File: config.mk
export PLATFORM = sky130hd
export DESIGN_NAME = x86_64_instruction_length_decoder_flat
export DESIGN_NICKNAME = d
export VERILOG_FILES = /design/src/hdl/xild_pkg.sv /design/src/hdl/xild_if.sv /design/src/hdl/xild_front.sv /design/src/hdl/xild_queue.sv /design/src/hdl/x86_64_instruction_length_decoder.sv /design/src/flat_wrapper.sv
export SDC_FILE = /design/constraint.sdc
export NUM_CORES = 1
export LEC_CHECK = 0
export ABC_AREA = 1
export BUFFER_PORTS_ARGS = -buffer_cell sky130_fd_sc_hd__buf_2
export CELL_PAD_IN_SITES_DETAIL_PLACEMENT = 0
export CELL_PAD_IN_SITES_GLOBAL_PLACEMENT = 1
export CORE_UTILIZATION = 45
export DETAILED_ROUTE_END_ITERATION = 16
export PLACE_DENSITY_LB_ADDON = 0.1
export SYNTH_ARGS = -nofsm -noshare
export SYNTH_HDL_FRONTEND = slang
export SYNTH_SLANG_ARGS = --single-unit
File: constraint.sdc
create_clock -name i_clk -period 7.6 [get_ports i_clk]
set_input_delay 1.14 -clock i_clk [delete_from_list [all_inputs] [get_ports i_clk]]
set_output_delay 1.14 -clock i_clk [all_outputs]
set_load 0.05 [all_outputs]
File: src/hdl/xild_pkg.sv
// shared types, constants and opcode tables for the instruction length decoder
// no dependencies
`default_nettype none
package xild_pkg;

    localparam int unsigned MaxLength   = 15;
    localparam int unsigned PrefixSlots = 15;
    localparam int unsigned QDepth      = 2;

    typedef enum logic [3:0] {
        PH_START, PH_AFTER_REX, PH_V5_1, PH_V4_1, PH_V4_2, PH_VOP, PH_ESC,
        PH_ESC38, PH_ESC3A, PH_MODRM, PH_SIB, PH_TAIL
    } t_phase;

    typedef enum logic [1:0] {
        ST_OK = 2'd0, ST_INVALID = 2'd1, ST_TRUNC = 2'd2, ST_OVERLEN = 2'd3
    } t_status;

    typedef enum logic [1:0] {
        MAP_NONE = 2'd0, MAP_PRIM = 2'd1, MAP_0F = 2'd2, MAP_0F3X = 2'd3
    } t_map;

    // outcome of one decode step
    typedef enum logic [1:0] {
        STEP_MORE = 2'd0, STEP_DONE = 2'd1, STEP_INVALID = 2'd2
    } t_step;

    typedef struct packed {
        logic [7:0] data_byte;
        logic       buffer_end;
    } t_in;

    typedef struct packed {
        logic [1:0] status;
        logic [4:0] length;
        logic [1:0] map_kind;
        logic [7:0] opcode;
        logic       modrm_valid;
        logic [7:0] modrm;
        logic       sib_valid;
        logic [7:0] sib;
        logic [2:0] disp_len;
        logic [3:0] imm_len;
        logic [3:0] prefix_count;
        logic [7:0] rex;
    } t_out;

    // primary map flags
    localparam logic [7:0] F_MR = 8'h01, F_B1 = 8'h02, F_W2 = 8'h04, F_D4 = 8'h08,
                           F_OV = 8'h10, F_OQ = 8'h20, F_MO = 8'h40, F_BAD = 8'h80;

    function automatic logic [7:0] prim_flags(input logic [7:0] b);
        logic [7:0] f;
        f = 8'h00;
        if (b < 8'h40) begin
            if (b[2:0] < 3'd4) f = F_MR;
            else if (b[2:0] == 3'd4) f = F_B1;
            else if (b[2:0] == 3'd5) f = F_OV;
            else if (b[2:0] == 3'd7) f = F_BAD;
            else f = (b < 8'h20) ? F_BAD : 8'h00;
        end else if (b[7:4] == 4'h4) begin
            f = F_BAD;
        end else if (b[7:4] == 4'h7) begin
            f = F_B1;
        end else if (b[7:4] == 4'hB) begin
            f = b[3] ? F_OQ : F_B1;
        end else if (b[7:4] == 4'hE) begin
            if (!b[3]) f = F_B1;
            else if (b[2:1] == 2'b00) f = F_D4;
            else if (b[2:0] == 3'd2) f = F_BAD;
            else if (b[2:0] == 3'd3) f = F_B1;
        end else begin
            unique case (b)
                8'h60, 8'h61, 8'h62, 8'h82, 8'h9A, 8'hC4, 8'hC5, 8'hCE,
                8'hD4, 8'hD5, 8'hD6, 8'hEA, 8'hF0, 8'hF2, 8'hF3: f = F_BAD;
                8'h63, 8'h84, 8'h85, 8'h86, 8'h87, 8'h88, 8'h89, 8'h8A, 8'h8B,
                8'h8C, 8'h8D, 8'h8E, 8'h8F, 8'hD0, 8'hD1, 8'hD2, 8'hD3,
                8'hD8, 8'hD9, 8'hDA, 8'hDB, 8'hDC, 8'hDD, 8'hDE, 8'hDF,
                8'hF6, 8'hF7, 8'hFE, 8'hFF: f = F_MR;
                8'h68, 8'hA9: f = F_OV;
                8'h69, 8'h81, 8'hC7: f = F_MR | F_OV;
                8'h6A, 8'hA8, 8'hCD: f = F_B1;
                8'h6B, 8'h80, 8'h83, 8'hC0, 8'hC1, 8'hC6: f = F_MR | F_B1;
                8'hA0, 8'hA1, 8'hA2, 8'hA3: f = F_MO;
                8'hC2, 8'hCA: f = F_W2;
                default: f = 8'h00;
            endcase
        end
        return f;
    endfunction

    function automatic logic is_legacy_prefix(input logic [7:0] b);
        return (b == 8'hF0) || (b == 8'hF2) || (b == 8'hF3) || (b == 8'h2E) ||
               (b == 8'h36) || (b == 8'h3E) || (b == 8'h26) || (b == 8'h64) ||
               (b == 8'h65) || (b == 8'h67) || (b == 8'h66);
    endfunction

endpackage
`default_nettype wire

File: src/hdl/xild_if.sv
// valid/ready channel interface carrying one payload struct
// depends on xild_pkg
`default_nettype none
interface xild_in_if;
    xild_pkg::t_in payload;
    logic          valid;
    logic          ready;
    modport source (output valid, output payload, input ready);
    modport sink   (input valid, input payload, output ready);
endinterface

interface xild_out_if;
    xild_pkg::t_out payload;
    logic           valid;
    logic           ready;
    modport source (output valid, output payload, input ready);
    modport sink   (input valid, input payload, output ready);
endinterface
`default_nettype wire

File: src/hdl/xild_front.sv
// front: byte classifier and decode state machine, one byte per cycle while i_space is high
// depends on xild_pkg and xild_if
`default_nettype none
module xild_front (
    input  wire logic      i_clk,
    input  wire logic      i_rst_n,
    xild_in_if.sink        i_in,
    input  wire logic      i_space,
    output xild_pkg::t_out o_res,
    output logic           o_res_valid
);
    import xild_pkg::*;

    t_phase     r_phase, n_phase;
    logic [4:0] r_cnt, n_cnt;
    logic [3:0] r_pfx, n_pfx;
    logic       r_osz, n_osz, r_w, n_w, r_mrn, n_mrn;
    logic [7:0] r_rex, n_rex, r_vex, n_vex, r_op, n_op, r_mrm, n_mrm;
    logic [1:0] r_map, n_map;
    logic [8:0] r_sib, n_sib;
    logic [2:0] r_disp, n_disp;
    logic [3:0] r_imm, n_imm, r_left, n_left;

    logic [7:0] b;
    logic       last, take;
    t_step      r;
    logic [7:0] pf;
    logic [7:0] m5;

    assign b    = i_in.payload.data_byte;
    assign last = i_in.payload.buffer_end;
    assign i_in.ready = i_space;
    assign take = i_in.valid && i_space;
    assign pf   = prim_flags(b);
    assign m5   = {3'd0, r_vex[4:0]};

    always_comb begin
        logic        opstart, do_two, do_prim, after_op, tail;
        logic [3:0]  prim_imm;
        n_phase = r_phase; n_pfx = r_pfx; n_osz = r_osz; n_w = r_w; n_rex = r_rex;
        n_vex = r_vex; n_map = r_map; n_op = r_op; n_mrn = r_mrn; n_mrm = r_mrm;
        n_sib = r_sib; n_disp = r_disp; n_imm = r_imm; n_left = r_left;
        n_cnt = (r_cnt < 5'd31) ? r_cnt + 5'd1 : r_cnt;
        r = STEP_MORE;
        opstart = 1'b0; do_two = 1'b0; do_prim = 1'b0; after_op = 1'b0; tail = 1'b0;
        prim_imm = 4'd0;
        unique case (r_phase)
            PH_AFTER_REX: opstart = 1'b1;
            PH_V5_1: begin
                n_vex = 8'h01; n_phase = PH_VOP;
            end
            PH_V4_1: begin
                if (last) begin
                    n_map = MAP_PRIM; n_op = 8'hC4; r = STEP_INVALID;
                end else begin
                    n_vex = b; n_phase = PH_V4_2;
                end
            end
            PH_V4_2: begin
                n_w = b[7]; n_phase = PH_VOP;
            end
            PH_VOP: begin
                n_op = b;
                if (m5 == 8'd1) begin
                    n_map = MAP_0F; do_two = 1'b1;
                end else if (m5 == 8'd2 || m5 == 8'd3) begin
                    n_map = MAP_0F3X; n_mrn = 1'b1;
                    n_imm = (m5 == 8'd3) ? 4'd1 : 4'd0; after_op = 1'b1;
                end else begin
                    r = STEP_INVALID;
                end
            end
            PH_ESC: begin
                if (b == 8'h38) n_phase = PH_ESC38;
                else if (b == 8'h3A) n_phase = PH_ESC3A;
                else begin
                    n_map = MAP_0F; n_op = b; do_two = 1'b1;
                end
            end
            PH_ESC38, PH_ESC3A: begin
                n_map = MAP_0F3X; n_op = b; n_mrn = 1'b1;
                n_imm = (r_phase == PH_ESC3A) ? 4'd1 : 4'd0; after_op = 1'b1;
            end
            PH_MODRM: begin
                n_mrm = b;
                if (r_map == MAP_PRIM && (r_op == 8'hF6 || r_op == 8'hF7) && b[5:4] == 2'd0)
                    n_imm = (r_op == 8'hF6) ? 4'd1 : (r_osz ? 4'd2 : 4'd4);
                if (b[7:6] == 2'd3) begin
                    n_disp = 3'd0; tail = 1'b1;
                end else if (b[2:0] == 3'd4) begin
                    n_phase = PH_SIB;
                end else begin
                    if (b[7:6] == 2'd0) n_disp = (b[2:0] == 3'd5) ? 3'd4 : 3'd0;
                    else n_disp = (b[7:6] == 2'd1) ? 3'd1 : 3'd4;
                    tail = 1'b1;
                end
            end
            PH_SIB: begin
                n_sib = {1'b1, b};
                if (r_mrm[7:6] == 2'd0) n_disp = (b[2:0] == 3'd5) ? 3'd4 : 3'd0;
                else n_disp = (r_mrm[7:6] == 2'd1) ? 3'd1 : 3'd4;
                tail = 1'b1;
            end
            PH_TAIL: begin
                if (r_left != 4'd0) n_left = r_left - 4'd1;
                r = (n_left == 4'd0) ? STEP_DONE : STEP_MORE;
            end
            default: begin
                if (r_pfx < 4'(PrefixSlots) && is_legacy_prefix(b)) begin
                    n_pfx = r_pfx + 4'd1;
                    if (b == 8'h66) n_osz = 1'b1;
                end else if (b[7:4] == 4'h4) begin
                    n_rex = b; n_w = b[3]; n_phase = PH_AFTER_REX;
                end else begin
                    opstart = 1'b1;
                end
            end
        endcase
        if (opstart) begin
            if (b == 8'hC5 || b == 8'hC4) begin
                if (last) begin
                    n_map = MAP_PRIM; n_op = b; r = STEP_INVALID;
                end else begin
                    n_phase = (b == 8'hC5) ? PH_V5_1 : PH_V4_1;
                end
            end else if (b == 8'h0F) begin
                n_phase = PH_ESC;
            end else begin
                do_prim = 1'b1;
            end
        end
        if (do_prim) begin
            n_map = MAP_PRIM; n_op = b;
            if (pf[7]) r = STEP_INVALID;
            else begin
                n_mrn = pf[0];
                if (pf[1]) prim_imm = 4'd1;
                else if (pf[2]) prim_imm = 4'd2;
                else if (pf[3]) prim_imm = 4'd4;
                else if (pf[4]) prim_imm = r_osz ? 4'd2 : 4'd4;
                else if (pf[5]) prim_imm = r_w ? 4'd8 : (r_osz ? 4'd2 : 4'd4);
                else if (pf[6]) prim_imm = 4'd8;
                if (b == 8'hC8) prim_imm = 4'd3;
                n_imm = prim_imm; after_op = 1'b1;
            end
        end
        if (do_two) begin
            n_mrn = 1'b1; n_imm = 4'd0;
            unique case (b)
                8'h05, 8'h06, 8'h07, 8'h08, 8'h09, 8'h0B, 8'h30, 8'h31, 8'h32, 8'h33,
                8'h34, 8'h35, 8'h37, 8'hA0, 8'hA1, 8'hA2, 8'hA8, 8'hA9, 8'hAA,
                8'hC8, 8'hC9, 8'hCA, 8'hCB, 8'hCC, 8'hCD, 8'hCE, 8'hCF: n_mrn = 1'b0;
                8'h70, 8'h71, 8'h72, 8'h73, 8'hA4, 8'hAC, 8'hBA,
                8'hC2, 8'hC4, 8'hC5, 8'hC6: n_imm = 4'd1;
                default: begin
                    if (b[7:4] == 4'h8) begin
                        n_mrn = 1'b0; n_imm = 4'd4;
                    end
                end
            endcase
            after_op = 1'b1;
        end
        if (after_op) begin
            if (n_mrn) n_phase = PH_MODRM;
            else begin
                n_disp = 3'd0; tail = 1'b1;
            end
        end
        if (tail) begin
            n_left = 4'({1'b0, n_disp} + n_imm);
            if (n_left == 4'd0) r = STEP_DONE;
            else n_phase = PH_TAIL;
        end
    end

    always_comb begin
        o_res_valid = take && (r != STEP_MORE || last);
        o_res.status = (r == STEP_MORE) ? ST_TRUNC : (r == STEP_INVALID) ? ST_INVALID :
                       (n_cnt > 5'(MaxLength)) ? ST_OVERLEN : ST_OK;
        o_res.length = n_cnt;       o_res.map_kind = n_map;
        o_res.opcode = n_op;        o_res.modrm_valid = n_mrn;
        o_res.modrm = n_mrm;        o_res.sib_valid = n_sib[8];
        o_res.sib = n_sib[7:0];     o_res.disp_len = n_disp;
        o_res.imm_len = n_imm;      o_res.prefix_count = n_pfx;
        o_res.rex = n_rex;
    end

    always_ff @(posedge i_clk) begin
        if (!i_rst_n || (take && o_res_valid)) begin
            r_phase <= PH_START; r_cnt <= '0; r_pfx <= '0; r_osz <= 1'b0; r_w <= 1'b0;
            r_rex <= '0; r_vex <= '0; r_map <= '0; r_op <= '0; r_mrn <= 1'b0;
            r_mrm <= '0; r_sib <= '0; r_disp <= '0; r_imm <= '0; r_left <= '0;
        end else if (take) begin
            r_phase <= n_phase; r_cnt <= n_cnt; r_pfx <= n_pfx; r_osz <= n_osz;
            r_w <= n_w; r_rex <= n_rex; r_vex <= n_vex; r_map <= n_map; r_op <= n_op;
            r_mrn <= n_mrn; r_mrm <= n_mrm; r_sib <= n_sib; r_disp <= n_disp;
            r_imm <= n_imm; r_left <= n_left;
        end
    end

    a_tail_nonzero: assert property (@(posedge i_clk) disable iff (!i_rst_n)
        r_phase == PH_TAIL |-> r_left != 4'd0) else $error("tail with nothing left");
    a_sib_after_modrm: assert property (@(posedge i_clk) disable iff (!i_rst_n)
        r_phase == PH_SIB |-> r_mrm[2:0] == 3'd4 && r_mrm[7:6] != 2'd3)
        else $error("sib phase without sib modrm");
    a_stall_hold: assert property (@(posedge i_clk) disable iff (!i_rst_n)
        !take |=> $stable(r_phase) && $stable(r_cnt)) else $error("state moved on stall");
endmodule
`default_nettype wire

File: src/hdl/xild_queue.sv
// result queue between decode front and the o_out channel
// depends on xild_pkg
`default_nettype none
module xild_queue (
    input  wire logic      i_clk,
    input  wire logic      i_rst_n,
    input  wire logic      i_wr,
    input  xild_pkg::t_out i_data,
    output logic           o_space,
    output logic           o_nonempty,
    output xild_pkg::t_out o_data,
    input  wire logic      i_rd
);
    import xild_pkg::*;

    t_out       r_mem [QDepth];
    logic       r_wp, n_wp, r_rp, n_rp;
    logic [1:0] r_cnt, n_cnt;

    assign o_space    = r_cnt != 2'(QDepth);
    assign o_nonempty = r_cnt != 2'd0;
    assign o_data     = r_mem[r_rp];

    always_comb begin
        n_wp  = r_wp ^ i_wr;
        n_rp  = r_rp ^ i_rd;
        n_cnt = r_cnt + {1'b0, i_wr} - {1'b0, i_rd};
    end

    always_ff @(posedge i_clk) begin
        if (i_wr) r_mem[r_wp] <= i_data;
    end

    always_ff @(posedge i_clk) begin
        if (!i_rst_n) begin
            r_wp <= 1'b0; r_rp <= 1'b0; r_cnt <= '0;
        end else begin
            r_wp <= n_wp; r_rp <= n_rp; r_cnt <= n_cnt;
        end
    end

    a_no_overflow: assert property (@(posedge i_clk) disable iff (!i_rst_n)
        r_cnt == 2'(QDepth) |-> !i_wr) else $error("queue overflow");
    a_no_underflow: assert property (@(posedge i_clk) disable iff (!i_rst_n)
        r_cnt == 2'd0 |-> !i_rd) else $error("queue underflow");
    a_count_ptr: assert property (@(posedge i_clk) disable iff (!i_rst_n)
        (r_cnt == 2'd1) == (r_wp != r_rp)) else $error("count and pointers disagree");
endmodule
`default_nettype wire

File: src/hdl/x86_64_instruction_length_decoder.sv
// channel   dir  payload
// i_in      in   data_byte, buffer_end
// o_out     out  status, length, map_kind, opcode, modrm, sib, sizes, prefix_count, rex
// one byte per cycle while the queue has space; a result leaves the decode state
// in the cycle its last byte is taken and passes through a two-entry result queue
// reset is synchronous; the queue is empty and decode waits for a prefix or opcode after it
// the input stalls only when the queue is full, set by the output side's ready
`default_nettype none
module x86_64_instruction_length_decoder (
    input  wire logic i_clk,
    input  wire logic i_rst_n,
    xild_in_if.sink   i_in,
    xild_out_if.source o_out
);
    import xild_pkg::*;

    t_out res;
    logic res_valid, space, nonempty;

    xild_front u_front (
        .i_clk(i_clk), .i_rst_n(i_rst_n), .i_in(i_in), .i_space(space),
        .o_res(res), .o_res_valid(res_valid)
    );

    xild_queue u_queue (
        .i_clk(i_clk), .i_rst_n(i_rst_n), .i_wr(res_valid), .i_data(res),
        .o_space(space), .o_nonempty(nonempty), .o_data(o_out.payload),
        .i_rd(nonempty && o_out.ready)
    );

    assign o_out.valid = nonempty;
endmodule
`default_nettype wire
File: src/flat_wrapper.sv
// flat-port wrapper written by rule: the top's interface ports become plain ports
module x86_64_instruction_length_decoder_flat import xild_pkg::*;
  (i_clk, i_rst_n, i_in_valid, i_in_payload, i_in_ready, o_out_valid, o_out_payload, o_out_ready);
  xild_in_if i_in_i ();
  xild_out_if o_out_i ();
  input  wire logic i_clk;
  input  wire logic i_rst_n;
  input wire logic [$bits(i_in_i.valid)-1:0] i_in_valid;
  input wire logic [$bits(i_in_i.payload)-1:0] i_in_payload;
  output wire logic [$bits(i_in_i.ready)-1:0] i_in_ready;
  output wire logic [$bits(o_out_i.valid)-1:0] o_out_valid;
  output wire logic [$bits(o_out_i.payload)-1:0] o_out_payload;
  input wire logic [$bits(o_out_i.ready)-1:0] o_out_ready;
  assign i_in_i.valid = i_in_valid;
  assign i_in_i.payload = i_in_payload;
  assign i_in_ready = i_in_i.ready;
  assign o_out_valid = o_out_i.valid;
  assign o_out_payload = o_out_i.payload;
  assign o_out_i.ready = o_out_ready;
  x86_64_instruction_length_decoder u_core (.i_clk(i_clk), .i_rst_n(i_rst_n), .i_in(i_in_i), .o_out(o_out_i));
endmodule
== Word-level counts from Yosys, hierarchy flattened ==
Memories as Yosys holds them, arrays and structs flattened. A register that Yosys moved wholly into a read port is not among the register bits.
Cells that the tools add are included.
Cells by class
  mux-type cells: 145
  $add $sub $neg: 6
  bitwise operators: 4
  magnitude comparators: 6
  eq/ne operators: 86
  reductions and logical operators: 49
Operators with widths (count)
  $eq 8x8->1 const B: 26
  $mux 8: 24
  $mux 4: 36
  $eq 8x6->1 const B: 13
  $eq 8x7->1 const B: 8
  $mux 2: 23
  $mux 3: 11
  $eq 8x4->1 const B: 4
  $mux 1: 32
  $eq 4x4->1 const B: 7
  $reduce_or 27->1: 1
  $eq 4x3->1 const B: 6
  $eq 8x3->1 const B: 3
  $pmux 8 s3: 1
  $reduce_or 11->1: 2
  $pmux 4 s5: 1
  $reduce_or 10->1: 2
  $logic_or 1x1->1: 15
  $pmux 1 s2: 7
  $pmux 3 s2: 2
  $pmux 4 s3: 1
  $eq 5x2->1 const B: 2
  $logic_not 2->1: 5
  $mux 5: 2
  39 further kinds: 62
Word-level totals
  RAM bits: 108
  flip-flop bits (word level): 71
  logic and storage cells: 316
  memories kept: 2
  ROM bits: 1536
  input port bits: 13
  output and inout port bits: 56
Memories
  (no name shown): depth 256, bits a word 6, read ports 1, clocked after Yosys merged registers in 0, wr ports 0, line xild_pkg.sv:73  | unique case (b)
  u_core.u_queue.r_mem: depth 2, bits a word 54, read ports 1, clocked after Yosys merged registers in 1, wr ports 1, line xild_queue.sv:16  | t_out r_mem [QDepth];

== Longest topological paths before layout ==
Gate-level depths: netlist of run 1.
  depth after elaboration: 29
  depth in mapped cells: 37
  depth with buffers taken out: 37

== Cells and area by module ==
A second synthesis of run 1 with hierarchy kept.
Unflattened totals
  cell total of the unflattened synthesis: 1079
  area total of the unflattened synthesis: 9994.6 sq um
Modules (own cells, without submodules)
  xild_front: seq. area each 1341.3 sq um, times used 1, area each 5604.1 sq um, cells an instance 880
  xild_queue: seq. area each 3343.2 sq um, times used 1, area each 4383.0 sq um, cells an instance 197
  x86_64_instruction_length_decoder: seq. area each 0.0 sq um, times used 1, area each 7.5 sq um, cells an instance 2

== Worst setup path before layout of run 1 ==
OpenSTA, ideal clock, no wires.
  path kind: input to register
  from: input port i_in_payload[2]
  to: memory u_core.u_queue.r_mem[1][0] (netlist bit) (enable)
  arrival time: 5525 ps
  stages: 26
  data required time: 7182 ps
  library setup time: 418 ps
  setup slack: 1658 ps
  buffers on the path: 0
  cell sequence: inv_1 -> ha_1 -> nand2_1 -> nor2_1 -> inv_1 -> nand2_1 -> nand2_1 -> inv_2 -> nor2_2 -> inv_2 -> a21oi_4 -> nand2_2 -> nor2_1 -> nand2_1 -> and3_1 -> ha_1 -> fa_1 -> xor2_1 -> nor3_1 -> nand3_1 -> nand2_2 -> nand2_1 -> nand3_1 -> nand2_2 -> inv_1 -> ha_1
RTL lines
  start: declaration: line flat_wrapper.sv:9  | input wire logic [$bits(i_in_i.payload)-1:0] i_in_payload;
  end: declaration: line xild_queue.sv:16

==> flow_summary.json, run 1 <==
{
  "fillers": 1929,
  "synthArstFlopShare_pct": 0,
  "io_buffer_count": 68,
  "status": "completed",
  "die_h_um": 146.6,
  "grt_overflow": 0,
  "fp.coreArea_um2": 20360,
  "min_path_type": "flip-flop to flip-flop",
  "grt_setup_unrepaired": "no",
  "cts_tree": "done",
  "drt_iter0_markers": 655,
  "finalHoldViolCount": 0,
  "drv_slew": 0,
  "slew_headroom_pct": 39.59,
  "tns_ps": 0,
  "track_usage_pct": 23.67,
  "yosysUniqueCellTypes": 47,
  "leakage_nw": 4.300,
  "dp_hpwl_mm": 18.09,
  "start_kind": "input port",
  "cts_root_buf": "clkbuf_16",
  "synth_edf_count": 108,
  "pin_count": 69,
  "crit_slowest_cell": "ha_2",
  "grt_pass1_wl_mm": 38.92,
  "tightest_slew_ps": 902.8,
  "fp.dieArea_um2": 21500,
  "grt_pass1_vias": 7008,
  "slowest_delay_ps": 620,
  "yosys.cell_count.top_type": "nand2_1",
  "cp.arrival_ps": 6160,
  "via_count": 7467,
  "drive_gt1_share_pct": 20.68,
  "cts_buffer_depth": 2,
  "postRouteAntennaNets": 0,
  "syn-num-nets": 1108,
  "fmax_mhz": 165.6,
  "fin_crit_sh_pct": 79.45,
  "n_antenna_cell": 0,
  "ys_ff_latch": 180,
  "htreeDepth": 4,
  "cts_resized": 0,
  "syn2layout_area_growth_pct": 13.24,
  "synth-main-ff-cell": "edfxtp_1",
  "endpoint_kind": "flip-flop",
  "synth_top_area_cell": "edfxtp_1",
  "synth_top_cells_by_count": "200 x nand2_1, 125 x inv_1, 123 x nor2_1",
  "ys_seq_area_share_pct": 49.77,
  "clock_latency_ps": 440,
  "routedWlPerCell_um": 17.46,
  "die_w_um": 146.6,
  "cts_hold_buf": 0,
  "setup_viol": 0,
  "placementRows": 52,
  "grt_max_degree": 43,
  "required_ps": 7720,
  "crit_type": "input port to flip-flop",
  "first_pass_iters": 5,
  "min_period_ps": 6038,
  "power.density_nw_per_um2": 400.1,
  "start_util_pct": 46.22,
  "synth_top_area_share_pct": 34.46,
  "synth_area_um2": 9412,
  "skew_ps": 15.04,
  "final_nets": 1166,
  "clock_sinks": 180,
  "total_power_w": 0.004265,
  "synthTopCellsByArea": "edfxtp_1 34%, dfxtp_1 15%, nand2_1 8.0%",
  "cap_violations": 0,
  "antenna_found_initial": 0,
  "cts_setup_buffers": 0,
  "clkTransAtPathRegs_ps": 70,
  "cp_max_fo": 31,
  "vias_per_cell": 5.273,
  "globalplace.congestion": 0.9298,
  "avgSynthCellArea_um2": 8.755,
  "critPathMostFrequentCell": "nand2_1",
  "ys_warn_count": 0,
  "vdd_drop_max_v": 0.0001701,
  "cts_made_buffers": 17,
  "synthCells": 1075,
  "finalWirelength_mm": 24.72,
  "drc": 0
}
-- report_power, final --
part / leakage, nW / internal [W] / total (W) / switching (W)
logic: 2.38 / 0.000517 / 0.00191 / 0.00139
registers: 1.60 / 0.00132 / 0.00141 / 0.0000906
clock network: 0.316 / 0.000514 / 0.000947 / 0.000433
-- flip-flops by register name, indices dropped and copies added, names as in the netlist, named ones only --
signal,cells
u_core.u_queue.r_mem,108
u_core.u_front.r_sib,9
u_core.u_front.r_mrm,8
u_core.u_front.r_op,8
u_core.u_front.r_rex,8
u_core.u_front.r_cnt,5
u_core.u_front.r_vex,5
u_core.u_front.r_imm,4
u_core.u_front.r_left,4
u_core.u_front.r_pfx,4
u_core.u_front.r_phase,4
u_core.u_front.r_disp,3
u_core.u_front.r_map,2
u_core.u_queue.r_cnt,2
u_core.u_front.r_mrn,1
u_core.u_front.r_osz,1
u_core.u_front.r_w,1
u_core.u_queue.r_rp,1
u_core.u_queue.r_wp,1
-- through the flow --
step	utilization [%]	setup WS [ps]	cells	hold slack, ps	cell area, µm²
floorplan	-	1658	1075	424.7	9412
global placement	49.12	1294	1384	431.0	10000
detailed placement	49.12	1150	1384	434.7	10000
CTS	52.33	1588	1416	445.1	10660
global route	52.33	1187	1416	456.0	10660
finish	52.33	1562	1416	445.2	10660
-- placed cells by master, fill, tap and decap left out, types with 5 or more instances in the layout --
cell type    n
clkinv_8     5
nor4_1       5
inv_2       13
o21ai_0     94
nand3_2      6
buf_4        5
xor2_1       6
ha_1        17
nor2_2      37
mux2i_1      7
clkbuf_16   17
nor3_1      10
nor2_1     123
nand3_1     41
nand2_1    200
a21oi_1     43
nand4_1     12
mux2_2      55
dfxtp_1     71
inv_1      125
o22ai_1      9
o2111ai_1    7
edfxtp_1   108
nand2_2     10
buf_2       68
-- path summary, 6_finish.rpt --
check / to / slack [ps] / startpoint / depth (start not counted)
min: u_core.u_front.r_rex[4] / 450 / u_core.u_front.r_rex[4] / 2
max reg2reg: u_core.u_queue.r_mem[1][29] / 2330 / u_core.u_front.r_phase[3] / 22
min reg2reg: u_core.u_front.r_rex[4] / 450 / u_core.u_front.r_rex[4] / 2
max: u_core.u_queue.r_mem[1][29] / 1560 / i_in_payload[2] / 33
-- routing by layer --
layer	routed length [µm]	part of all wire (%)	global-route usage, %
met1	11890	48	34.19
met2	11220	45	36.49
met3	1382	5.6	4.094
met4	223	0.90	6.302
met5	0	0	0
-- final cells by class --
type	instances	area, µm²	area share, %
flip-flops and latches	180	4686	43.97
multi-input cells	719	4018	37.70
inverters	139	524.3	4.919
repair buffers	76	437.9	4.109
clock buffers	17	425.4	3.992
well taps	270	337.8	3.170
clock inverters	15	229.0	2.148
-- cell families (layout without fill, tap and decap cells) --
logic type	Yosys count	in the layout	synth area share [%]
AOI/OAI and AO/OA	176	176	10.50
xor gates and xnor gates	9	9	0.8376
adders and majority gates	20	20	2.739
buffers and inverters	176	247	7.591
DFF	180	180	49.77
muxes	62	62	7.325
and+or+nand+nor	452	452	21.23
-- critical path, delay by kind of cell --
kind,cells,cell delay (ps)
buffers and inverters,10,1280
and+or+nand+nor,16,1710
adders and majority gates,3,1260
AOI/OAI and AO/OA,4,710
No activity file was read; power rests on OpenSTA's default activity.
==> run 2, diff against run 1 <==
Settings changed: CORE_UTILIZATION 45 to 42.
Clock period 7.6 ns to 5.5 ns, I/O delays scaled along.
==> flow_summary.json, run 2 (synthesis gave the netlist of run 1 again) <==
{
  "slowest_delay_ps": 510,
  "min_path_type": "flip-flop to flip-flop",
  "dp_hpwl_mm": 19.27,
  "io_buffer_count": 68,
  "final_cell_mix": "200 x nand2_1, 125 x inv_1, 123 x nor2_1",
  "vias_per_cell": 5.200,
  "required_ps": 5830,
  "holdWs_ps": 443.2,
  "antenna_found_initial": 0,
  "via_count": 7587,
  "tns_ps": 0,
  "finalWirelength_mm": 26.00,
  "fp.dieArea_um2": 23010,
  "drc": 0,
  "cp_top_family": "simple AND/OR/NAND/NOR gates",
  "grt_overflow": 0,
  "routedWlPerCell_um": 17.82,
  "cts_buffer_depth": 2,
  "postRouteAntennaNets": 0,
  "die_h_um": 151.7,
  "cts_root_buf": "clkbuf_16",
  "setup_viol": 0,
  "endpoint_kind": "flip-flop",
  "fp.coreArea_um2": 21890,
  "grt_pass1_wl_mm": 40.48,
  "syn2layout_area_growth_pct": 16.09,
  "fin_crit_sh_pct": 91.09,
  "cp.arrival_ps": 5340,
  "grt_max_degree": 55,
  "drive_gt1_share_pct": 22.90,
  "largest_reg_flops": 108,
  "largestRegisters": "u_core.u_queue.r_mem x108, u_core.u_front.r_sib x9",
  "drt_iter0_markers": 561,
  "htreeDepth": 4,
  "cts_made_buffers": 17,
  "layout_commonest_cell": "nand2_1",
  "cts_hold_buf": 0,
  "leakage_nw": 4.454,
  "start_kind": "input port",
  "drv_slew": 0,
  "status": "completed",
  "start_util_pct": 42.99,
  "clkTransAtPathRegs_ps": 80,
  "cp_max_fo": 7,
  "skew_ps": 14.68,
  "vdd_drop_max_v": 0.0002725,
  "cts_resized": 0,
  "track_usage_pct": 23.70,
  "grt_pass1_vias": 7083,
  "top_register": "u_core.u_queue.r_mem",
  "power.density_nw_per_um2": 544.4,
  "clock_latency_ps": 440,
  "tightest_slew_ps": 960.5,
  "fmax_mhz": 199.6,
  "placementRows": 54,
  "pin_count": 69,
  "crit_slowest_cell": "fa_1",
  "n_antenna_cell": 0,
  "first_pass_iters": 5,
  "globalplace.congestion": 0.9196,
  "cts_tree": "done",
  "slew_headroom_pct": 35.73,
  "crit_type": "input port to flip-flop",
  "cap_violations": 0,
  "path_buf_inv": 6,
  "min_period_ps": 5010,
  "clock_sinks": 180,
  "finalHoldViolCount": 0,
  "cts_setup_buffers": 0,
  "grt_setup_unrepaired": "no",
  "final_nets": 1199,
  "die_w_um": 151.7
}
==> run 2: cell count changes in the layout (fill, tap and decap cells not counted) <==
cell | previous run | this run
inv_12 | 1 | 0
clkinv_4 | 2 | 1
buf_12 | 3 | 6
buf_4 | 5 | 35
inv_8 | 4 | 3
clkbuf_8 | 0 | 1
inv_6 | 1 | 4
clkinv_8 | 5 | 2
clkinvlp_4 | 0 | 2
==> run 2: area by class of cell <==
type | count | area, µm²
clock buffer | 18 | 439.2
clock inverter | 14 | 185.2
fill | 2168 | 10970
inverter | 139 | 524.3
multi-input combinational | 719 | 4018
sequential | 180 | 4686
tap | 280 | 350.3
timing repair buffer | 109 | 723.2
==> run 2: layer usage <==
layer  vias to the layer above  track usage, %  routed length (µm)
li1                       3775               -                   -
met2                       173           35.86               11670
met3                        32           3.323                 968
met5                         -               0                   0
met4                         0           6.386                 425
met1                      3607           35.15               12930
==> run 2: power by group <==
| part | internal, W | switching [W] |
|---|---|---|
| combinational | 0.000772 | 0.00197 |
| clock | 0.000706 | 0.000579 |
| sequential | 0.00182 | 0.0000943 |
==> run 2: stage by stage <==
stage	utilization [%]	total power [W]	cells	area, µm²	setup slack [ps]
finish	49.91	0.005948	1459	10930	490.1
global route	49.91	0.006315	1459	10930	24.98
CTS	49.84	0.005999	1457	10910	362.4
detailed placement	46.99	0.004706	1425	10290	-70.37
global placement	46.99	0.004696	1425	10290	-19.98
floorplan	-	0.003992	1075	9412	-127.2
==> run 2: worst register-to-register path: cells and delay by family, from the launching register on <==
| family | cells | cell delay [ps] |
|---|---|---|
| and+or+nand+nor | 14 | 2150 |
| adders and majority gates | 3 | 980 |
| AOI/OAI and AO/OA | 3 | 490 |
| DFF | 1 | 430 |
| buffers and inverters | 3 | 270 |
| xor gates and xnor gates | 1 | 130 |
==> run 2: worst paths after layout <==
path	start	end	slack, ps	depth (start not counted)
max	i_in_payload[1]	u_core.u_queue.r_cnt[1]	490	27
min	u_core.u_front.r_rex[4]	u_core.u_front.r_rex[4]	440	2
max reg2reg	u_core.u_front.r_phase[2]	u_core.u_queue.r_cnt[1]	950	24
min reg2reg	u_core.u_front.r_rex[4]	u_core.u_front.r_rex[4]	440	2
